## config.mk

```make
export PLATFORM = sky130hd
export DESIGN_NAME = sopt_root_cell
export DESIGN_NICKNAME = d
export VERILOG_FILES = /design/src/hdl/sopt_pkg.sv /design/src/hdl/sopt_root_cell.sv
export SDC_FILE = /design/constraint.sdc
export NUM_CORES = 1
export LEC_CHECK = 0
export ABC_AREA = 0
export BUFFER_PORTS_ARGS = -buffer_cell sky130_fd_sc_hd__clkbuf_2
export CELL_PAD_IN_SITES_DETAIL_PLACEMENT = 1
export CELL_PAD_IN_SITES_GLOBAL_PLACEMENT = 1
export CORE_MARGIN = 2
export CORE_UTILIZATION = 37
export CTS_CLUSTER_DIAMETER = 60
export DETAILED_ROUTE_END_ITERATION = 6
export PLACE_DENSITY_LB_ADDON = 0.1
export SETUP_SLACK_MARGIN = 0.4
export SYNTH_ARGS = -nofsm -noshare
export SYNTH_HDL_FRONTEND = slang
export SYNTH_SLANG_ARGS = --single-unit
```

## constraint.sdc

```tcl
create_clock -name clk -period 3.01 [get_ports clk]
set_input_delay 0.301 -clock clk [delete_from_list [all_inputs] [get_ports clk]]
set_output_delay 0.301 -clock clk [all_outputs]
set_load 0.03 [all_outputs]
```

## src/hdl/sopt_pkg.sv

```systemverilog
`default_nettype none

package sopt_pkg;

  // Query and root widths
  localparam int VALUE_W = 40;
  localparam int ROOT_W  = VALUE_W / 2;
  // The remainder never exceeds twice the partial root
  localparam int REM_W   = ROOT_W + 1;
  // One root cell per bit pair of the value
  localparam int N_CELLS = VALUE_W / 2;

  // Composite bitmap: one bit per candidate root
  localparam int MAP_AW    = ROOT_W;
  localparam int MAP_DEPTH = 1 << MAP_AW;
  // Sieve base runs while base*base < MAP_DEPTH
  localparam int SIEVE_IW  = MAP_AW / 2 + 1;

  // Payload that moves from one root cell to the next
  typedef struct packed {
    logic [VALUE_W-1:0] val;   // unconsumed bit pairs, MSB aligned
    logic [REM_W-1:0]   rem;   // running remainder
    logic [ROOT_W-1:0]  root;  // partial root
  } sopt_stage_t;

endpackage

`default_nettype wire

```

## src/hdl/sopt_root_cell.sv

```systemverilog
`default_nettype none

module sopt_root_cell
  import sopt_pkg::*;
(
  input  wire logic        clk,
  input  wire logic        rst_n,
  input  wire logic        up_valid,
  output logic             up_ready,
  input  wire sopt_stage_t up_stage,
  output logic             dn_valid,
  input  wire logic        dn_ready,
  output sopt_stage_t      dn_stage
);

  logic        valid_r;
  sopt_stage_t stage_r;
  sopt_stage_t stage_nxt;

  logic [1:0]       pair;
  logic [REM_W+1:0] acc;
  logic [REM_W+2:0] diff;
  logic             borrow;

  // One restoring step: try to subtract 4*root+1 from the shifted remainder
  always_comb begin
    pair   = up_stage.val[VALUE_W-1 -: 2];
    acc    = {up_stage.rem, pair};
    diff   = {1'b0, acc} - {2'b00, up_stage.root, 2'b01};
    borrow = diff[REM_W+2];
    stage_nxt.val  = up_stage.val << 2;
    stage_nxt.rem  = borrow ? acc[REM_W-1:0] : diff[REM_W-1:0];
    stage_nxt.root = {up_stage.root[ROOT_W-2:0], ~borrow};
  end

  assign up_ready = !valid_r || dn_ready;
  assign dn_valid = valid_r;
  assign dn_stage = stage_r;

  always_ff @(posedge clk) begin
    if (!rst_n) begin
      valid_r <= 1'b0;
    end else if (up_ready) begin
      valid_r <= up_valid;
    end
  end

  always_ff @(posedge clk) begin
    if (up_ready && up_valid) begin
      stage_r <= stage_nxt;
    end
  end

endmodule

`default_nettype wire

```

# Word-level counts from Yosys, hierarchy flattened
# Cells that the tools add are included.
# totals
output_inout_bits,83
wordCells,10
input_bits,85
register_bits,80
# classes
n_reduce_logical,3
n_addsub,1
mux,1
bitwise,1
# ops
op,n
subtractor 23 x 22 -> 24 bit,1
2-to-1 mux 21 bit,1
logical AND 1 bit,1
logical NOT 1 bit,1
logical OR 1 bit,1
inverter 1 bit,1

# Depth between registers and ports, before layout
# Gate-level depths: netlist of run 1.
# logic_depth
word_depth,3
ltp_mapped,11
depth_no_buf,9

# Worst setup path before layout of run 1
# OpenSTA, ideal clock, no wires.
# synth_path
path_type,register to register
startpoint,reg valid_r (netlist: dn_valid)
endpoint,reg stage_r (netlist bit dn_stage[0]) (enable)
path_stages_with_launch,3
path_buffers,0
setup_ps,446
period_less_slack_ps,3074
path_slack_ps,-64
arrival_time_ps,2628
t_required_ps,2564
path_cell_list,dfxtp_1 > nand2b_1 > and2_1
# synth_via
elab_chain_len,3
# synth_rtl
element,line,source
"start, declared",sopt_root_cell.sv:16,logic valid_r;
"start signal, assigned",sopt_root_cell.sv:44,valid_r <= up_valid;
logical NOT 1 bit,sopt_root_cell.sv:36,assign up_ready = !valid_r || dn_ready;
logical OR 1 bit,sopt_root_cell.sv:36,
net up_ready,sopt_root_cell.sv:9,"output logic up_ready,"
logical AND 1 bit,sopt_root_cell.sv:49,if (up_ready && up_valid) begin
"end signal, assigned",sopt_root_cell.sv:50,stage_r <= stage_nxt;
"end, declared",sopt_root_cell.sv:17,sopt_stage_t stage_r;
# The timed path passes the listed nets, and every way through them passes these cells.
# A chain may end at the register's enable or synchronous reset.

==> flow_metrics.py, run 1 <==
metrics = {
    "floorplanning": {
        "design.core.area_um2": 10200,
        "die_area_um2": 11300,
        "num_io_pins": 168,
        "number_of_standard_cell_rows_in_the_floorplan": 37,
        "floorplan.initialDensity": 0.377,
        "dieHeight_um": 106,
        "floorplan.die.width_um": 106,
    },
    "critical_path": {
        "criticalPathCategory": "input port to flop",
        "timing.reg2reg.worst_path_depth": 3,
        "rr_startpoint": "dn_valid",
        "cp_num_cells": 11,
        "reg2reg_slack_ps": 1340,
        "critical_path.max_stage_delay_ps": 370,
        "required_ps": 3120,
        "cp_cell_sequence": "clkbuf_2 > inv_1 > ha_1 > a21oi_1 > o21ai_0 > a311oi_1 > o31a_1 > nor4_4 > nor2_2 > buf_12 > mux2_2",
        "startpoint_class_of_the_critical_path": "input port",
        "slowest_stage": "ha_1",
        "path_max_fanout": 16,
        "worstSetupEndpointType": "flop",
        "crit_family": "compound AO/OA/AOI/OAI gates",
        "crit-reg2reg-capture": "dn_stage[8]",
        "path_buf_inv": 3,
        "timing.critical_path.arrival_ps": 2570,
    },
    "clock_network": {
        "post-cts-setup-buffer-count": 0,
        "cts.hold.buffers_added": 0,
        "clock_path_buffers": 2,
        "cts_buffers": 9,
        "cts.sinks": 80,
        "cts_root_buffer": "clkbuf_8",
        "post_cts_resized": 0,
        "cts_htree_levels": 3,
        "clock_latency_ps": 360,
        "cts_tree": "done",
        "cts.clk_slew.worst_paths_ps": 90,
    },
    "synth": {
        "netlist-cell-type-count": 48,
        "synthSimpleGateAreaFrac": 0.0655,
        "post_synth_xor_area_fraction": 0.0408,
        "synthAdderAreaFrac": 0.0680,
        "synth_area_per_cell_um2": 13.9,
        "post_synthesis_compound_gate_area_fraction": 0.101,
        "dominantRegCellSynth": "edfxtp_1",
        "netlist_instances": 277,
        "synth_top_family_by_area": "compound AO/OA/AOI/OAI gates",
        "yosys_synthesis_warning_count": 0,
        "synth.mux.area_fraction": 0.0668,
        "synth_enable_flop_cells": 79,
        "postSynthRegisterBits": 80,
        "synth.cell_area_um2": 3860,
        "postSynth.asyncResetShare": 0,
        "portion_of_the_post_synthesis_area_used_by_sequential_elements": 0.620,
    },
    "layout": {
        "n_fill_cell": 1138,
        "final_nets": 557,
        "register_area_um2": 2390,
        "area_occupied_by_multi_input_gates_um2": 1330,
        "insertedDiodeCount": 0,
        "final_cell_area_um2": 5060,
        "syn_to_final_growth_pct": 31.1,
        "drive_gt1_frac": 0.454,
    },
    "sta": {
        "min_period_over_period": 0.816,
        "finalSetupTns_ps": 0,
        "finalWorstSetupSlack_ps": 554,
        "achievable-frequency_mhz": 407,
        "worstMarginPinSlew_ps": 757,
        "maximum_clock_skew_at_final_layout_ps": 8.48,
        "max_slew_margin": 0.496,
        "post_route_worst_hold_slack_ps": 117,
        "post_layout_min_period_ps": 2460,
        "rsz0062_at_grt": "no",
        "final_hold_viol_count": 0,
        "finalSetupViolations": 0,
        "slew_violations": 0,
    },
    "power_and_ir_drop": {
        "cellLeakagePower_nw": 2.30,
        "p_seq_frac": 0.474,
        "share_clk_of_total_power": 0.281,
        "internal-power_mw": 2.00,
        "power_frac_comb": 0.245,
        "total_power_mw": 2.87,
        "power.net_switching_mw": 0.870,
        "vdd_ir_drop_max_uv": 195,
        "power_per_unit_of_standard_cell_area_nw_per_um2": 566,
        "sw_frac_of_total": 0.304,
    },
    "global_routing": {
        "grt_pass1_wl_um": 14400,
        "global_route.overflow_total": 0,
        "number_of_antenna_violations_at_the_first_check_in_global_routing": 0,
        "grt_use_total": 0.165,
        "pin_count_of_the_biggest_net_entering_global_routing": 55,
        "via_count_of_the_first_global_routing_pass": 2893,
    },
    "worst_hold_path": {
        "hold_crit_depth": 1,
        "worst_hold_startpoint": "up_stage[47]",
        "whs_endpoint": "dn_stage[49]",
        "hold_class": "input port to flop",
    },
    "route": {
        "viasPerCell": 4.83,
        "postRouteAntennaNets": 0,
        "drt_wl_total_um": 9260,
        "drt-initial-drc-count": 111,
        "drc_errors": 0,
        "routed_length_per_placed_instance_um": 15.6,
        "route.vias.total": 2859,
        "count_of_tritonroute_iterations_in_the_first_routing_pass": 4,
    },
    "placed_design": {
        "place_area_um2": 4870,
        "detailedPlace.worstSlack_ps": 187,
        "hpwlAfterDp_um": 7170,
        "portBuffers": 165,
        "gp_congestion": 0.765,
    },
    "outcome": {
        "status": "completed",
    },
    "flow_run": {
        "number_of_violations_of_the_max_capacitance_limit": 0,
    },
}
-- worst register-to-register path, stage by stage, from the launching register on --
cell      delay [ps]
dfxtp_1          320
nand2b_1         100
and2_4           650
buf_12           300
-- layer usage --
layer | vias to the layer above | GRT usage | routed length [µm]
met4 | 0 | 0.0508 | 100
met5 | - | 0 | 0
met3 | 6 | 0.0490 | 748
met1 | 1364 | 0.205 | 3920
met2 | 108 | 0.277 | 4480
li1 | 1381 | - | -
-- cells by family (layout without fill, tap and decap cells) --
kind of cell,Yosys count,after routing
buf+inv,32,210
compound gates,58,58
simple gates,49,49
xor+xnor,18,18
flops,80,80
other cells,1,2
fa+ha+maj,21,21
mux,18,18
-- cells in the final DEF, fill, tap and decap left out, types with 2 or more instances in the layout --
cell,Yosys,layout
o31ai_1,2,2
buf_4,2,2
a211oi_1,5,5
clkbuf_8,0,9
mux2_2,2,2
o21ai_0,13,13
xnor2_1,12,12
o21bai_1,3,3
clkinv_1,0,2
nand4_1,4,4
a21o_1,5,5
clkinvlp_4,0,2
o31a_1,2,2
inv_6,0,2
o21a_1,4,4
buf_12,0,2
nand2_1,14,14
nor3_1,2,2
inv_1,25,25
a21oi_1,9,9
conb_1,1,2
a21boi_0,2,2
ha_1,21,21
clkbuf_2,0,165
and3_1,2,2
mux2_4,15,15
a211o_1,2,2
a311oi_1,2,2
edfxtp_1,79,79
xor2_1,6,6
nand3_1,5,5
nor2_1,12,12
-- Yosys cell counts, types with 2 or more instances --
library cell  count  area share
a21oi_1           9       0.012
buf_4             2      0.0039
xor2_1            6       0.014
buf_6             2      0.0058
o31ai_1           2      0.0039
nor2_1           12       0.012
mux2_2            2      0.0058
inv_1            25       0.024
o21a_1            4      0.0078
nand4_1           4      0.0065
a311oi_1          2      0.0045
a21boi_0          2      0.0039
a21o_1            5      0.0097
nand2_1          14       0.014
edfxtp_1         79        0.61
xnor2_1          12       0.027
clkbuf_1          3      0.0029
o31a_1            2      0.0045
mux2_4           15       0.058
o21bai_1          3      0.0058
ha_1             21       0.068
nand3_1           5      0.0065
and3_1            2      0.0032
a211oi_1          5      0.0097
and2_1            2      0.0032
nor3_1            2      0.0026
a211o_1           2      0.0045
o21ai_0          13       0.017
-- state kept, by name (all words and copies together), names as in the netlist --
| name | flops |
|---|---|
| dn_stage | 79 |
| dn_valid | 1 |
-- final cells by class --
class / instances / share of cell area
tap: 136 / 0.0336
timing repair buffer: 169 / 0.174
clock buffer: 9 / 0.0245
sequential: 80 / 0.472
clock inverter: 7 / 0.0138
inverter: 25 / 0.0185
multi-input combinational: 166 / 0.263
-- power groups by stage --
stage / clock, mW / combinational [mW] / sequential, mW
2_1_floorplan: 0 / 0.321 / 1.56
5_1_grt: 0.871 / 0.763 / 1.37
4_1_cts: 0.835 / 0.712 / 1.36
3_5_place_dp: 0 / 0.710 / 1.39
3_3_place_gp: 0 / 0.698 / 1.38
6_report: 0.805 / 0.704 / 1.36
-- worst max path at each step --
stage / slack, ps / startpoint / endpoint
floorplan: 550 / up_stage[8] / dn_stage[24]
global placement: 290 / up_stage[8] / dn_stage[22]
detailed placement: 190 / up_stage[8] / dn_stage[22]
CTS: 590 / up_stage[8] / dn_stage[23]
global route: 400 / up_stage[8] / dn_stage[23]
finish: 550 / up_stage[8] / dn_stage[23]
-- through the flow --
stage,util,cells
floorplan,-,278
global placement,0.476,576
detailed placement,0.476,576
CTS,0.495,592
global route,0.495,592
finish,0.495,592
Note: power is estimated with default switching activity, not from simulation.
==> inputs of run 2 (changes only) <==
- ABC_AREA: 0 -> 1
- CORE_UTILIZATION: 37 -> 32
- clock period: 3.01 -> 2.15 ns (I/O delays scaled with it)
==> run 2 against run 1 <==
  * Combinational power rose by 42%
  * Register-to-register slack worse by 470 ps
  * Largest cell class unchanged
  * Global-route usage up 1.2 points
  * Area after synthesis is 8.9% higher
  * Critical path type unchanged
  * Core utilization down 5.4 points
==> flow_metrics.py, run 2 <==
metrics = {
    "synth": {
        "portion_of_the_post_synthesis_area_used_by_sequential_elements": 0.569,
        "synth_area_per_cell_um2": 9.49,
        "yosys_synthesis_warning_count": 0,
        "post-synth-top-area-cell": "edfxtp_1",
        "count_leader_synth": "nand2_1",
        "netlist-cell-type-count": 31,
        "netlist_top_cells_count": "130 x nand2_1, 79 x edfxtp_1, 76 x inv_1, 27 x nand3_1",
        "synth.cell_area_um2": 4210,
        "synth.area.top_cells": "edfxtp_1 56%, nand2_1 12%, inv_1 6.8%",
        "synth_enable_flop_cells": 79,
        "postSynth.asyncResetShare": 0,
        "yosys_top_cell_area_share": 0.564,
        "postSynthRegisterBits": 80,
        "netlist_instances": 443,
        "dominantRegCellSynth": "edfxtp_1",
    },
    "critical_path": {
        "path_max_fanout": 10,
        "cp_cell_sequence": "clkbuf_2 > inv_1 > ha_1 > nand2_1 > inv_2 > nand2_1 > nor2_4 > nand3_2 > buf_4 > nand4_1 > nand2_1",
        "criticalPathCategory": "input port to flop",
        "timing.reg2reg.worst_path_depth": 2,
        "critical_path.max_stage_delay_ps": 340,
        "slowest_stage": "ha_1",
        "worstSetupEndpointType": "flop",
        "timing.critical_path.arrival_ps": 1730,
        "cp_most_frequent_cell": "nand2_1",
        "startpoint_class_of_the_critical_path": "input port",
        "required_ps": 2250,
    },
    "layout": {
        "layout.cells.most_common": "clkbuf_2",
        "fin_cells": 795,
        "final_nets": 724,
        "n_fill_cell": 1550,
        "largest_register_ff_count": 79,
        "utilization": 0.441,
        "insertedDiodeCount": 0,
        "syn_to_final_growth_pct": 33.4,
        "layout.cells.most_common_list": "165 x clkbuf_2, 126 x nand2_1, 79 x edfxtp_1, 76 x inv_1, 27 x nand3_1",
        "drive_gt1_frac": 0.339,
    },
    "power_and_ir_drop": {
        "internal-power_mw": 3.10,
        "vdd_ir_drop_max_uv": 316,
        "power_per_unit_of_standard_cell_area_nw_per_um2": 795,
        "power_frac_comb": 0.224,
        "sw_frac_of_total": 0.306,
        "cellLeakagePower_nw": 2.81,
        "p_seq_frac": 0.426,
        "power.net_switching_mw": 1.37,
        "share_clk_of_total_power": 0.350,
        "total_power_mw": 4.46,
    },
    "sta": {
        "min_period_over_period": 0.757,
        "maximum_clock_skew_at_final_layout_ps": 7.80,
        "rsz0062_at_grt": "no",
        "slew_violations": 0,
        "finalWorstSetupSlack_ps": 523,
        "achievable-frequency_mhz": 615,
        "finalSetupTns_ps": 0,
        "final_hold_viol_count": 0,
        "post_layout_min_period_ps": 1630,
        "finalSetupViolations": 0,
    },
    "floorplanning": {
        "floorplan.die.width_um": 119,
        "die_area_um2": 14100,
        "floorplan.initialDensity": 0.331,
        "design.core.area_um2": 12700,
        "number_of_standard_cell_rows_in_the_floorplan": 41,
        "num_io_pins": 168,
        "dieHeight_um": 119,
    },
    "clock_network": {
        "post-cts-setup-buffer-count": 0,
        "cts.sinks": 80,
        "cts_root_buffer": "clkbuf_16",
        "cts.clk_slew.worst_paths_ps": 60,
        "cts_buffers": 9,
        "clock_path_buffers": 2,
        "cts_tree": "done",
        "clock_latency_ps": 350,
        "cts_htree_levels": 3,
    },
    "placed_design": {
        "gp_congestion": 0.789,
        "detailedPlace.worstSlack_ps": 116,
        "portBuffers": 165,
        "placed_cells": 779,
        "hpwlAfterDp_um": 9310,
    },
    "global_routing": {
        "via_count_of_the_first_global_routing_pass": 3721,
        "global_route.overflow_total": 0,
        "pin_count_of_the_biggest_net_entering_global_routing": 80,
        "grt_pass1_wl_um": 19500,
        "number_of_antenna_violations_at_the_first_check_in_global_routing": 0,
        "grt_use_total": 0.177,
    },
    "route": {
        "route.vias.total": 3562,
        "count_of_tritonroute_iterations_in_the_first_routing_pass": 4,
        "postRouteAntennaNets": 0,
        "viasPerCell": 4.48,
        "routed_length_per_placed_instance_um": 15.1,
        "drt_wl_total_um": 12000,
        "drt-initial-drc-count": 197,
        "drc_errors": 0,
    },
    "worst_hold_path": {
        "hold_crit_depth": 1,
        "hold_class": "input port to flop",
    },
    "outcome": {
        "status": "completed",
    },
    "flow_run": {
        "number_of_violations_of_the_max_capacitance_limit": 0,
    },
}
-- run 2: cell types whose count changed after synthesis, moves of 9 or more --
| cell | delta |
|---|---|
| nor2_1 | +9 |
| mux2_4 | -15 |
| nand3_1 | +22 |
| inv_1 | +51 |
| xnor2_1 | -9 |
| nand2_1 | +116 |
| o21ai_0 | -12 |
| nand4_1 | +9 |
| o21ai_1 | +9 |
-- run 2: power by group through the flow --
stage                     registers (mW)  logic (mW)  clock network [mW]
after floorplan                     2.17       0.436                   0
after global placement              1.93       0.975                   0
final                               1.90       0.999                1.56
after CTS                           1.90        1.00                1.61
after detailed placement            1.93       0.997                   0
after global routing                1.91        1.11                1.66
-- run 2: layer usage --
layer | up-vias | track usage | part of all wire | wire (µm)
met5 | - | 0 | 0 | 0
met2 | 122 | 0.290 | 0.47 | 5630
met4 | 0 | 0.0580 | 0.013 | 161
met3 | 10 | 0.0478 | 0.065 | 777
li1 | 1794 | - | - | -
met1 | 1636 | 0.226 | 0.45 | 5410
-- run 2: area by class of cell --
cell class / count / area, µm² / area share
Clock buffer: 10 / 229 / 0.0408
Clock inverter: 6 / 67.6 / 0.0120
Inverter: 85 / 319 / 0.0569
Multi-Input combinational cell: 271 / 1490 / 0.265
Sequential cell: 80 / 2400 / 0.427
Tap cell: 172 / 215 / 0.0383
Timing Repair Buffer: 171 / 896 / 0.160
-- run 2: stage by stage --
step	hold WS [ps]	cell area, µm²
after global routing	32.4	5610
after detailed placement	394	5270
final	44.9	5610
after global placement	393	5270
after floorplan	314	4220
after CTS	28.7	5570
-- run 2: repair_timing --
item,in CTS,in global routing
gates resized for setup,0,9
hold buffers,0,0
endpoints found under the setup margin,0,21
-- run 2: worst max-delay path, delay by kind of cell --
kind	cells	cell delay, ps
adders and majority gates	1	340
buffers and inverters	4	420
and+or+nand+nor	6	750
-- run 2: cell families (layout without fill, tap and decap cells) --
logic type | Yosys count | in the layout | synth area share
AO/OA/AOI/OAI | 29 | 29 | 0.0369
buffers and inverters | 93 | 272 | 0.0907
AND/OR/NAND/NOR | 209 | 209 | 0.219
flip-flops | 80 | 80 | 0.569
XOR/XNOR | 10 | 10 | 0.0208
other | 1 | 2 | 0.000892
adder cells (fa/ha/maj) | 21 | 21 | 0.0625
-- run 2: worst paths after layout --
path / slack [ps] / from / to
worst max-delay path: 520 / up_stage[13] / dn_stage[37]
worst min register to register: 550 / dn_valid / dn_valid
worst min-delay path: 40 / up_stage[48] / dn_stage[50]
worst max register to register: 870 / dn_valid / dn_stage[11]
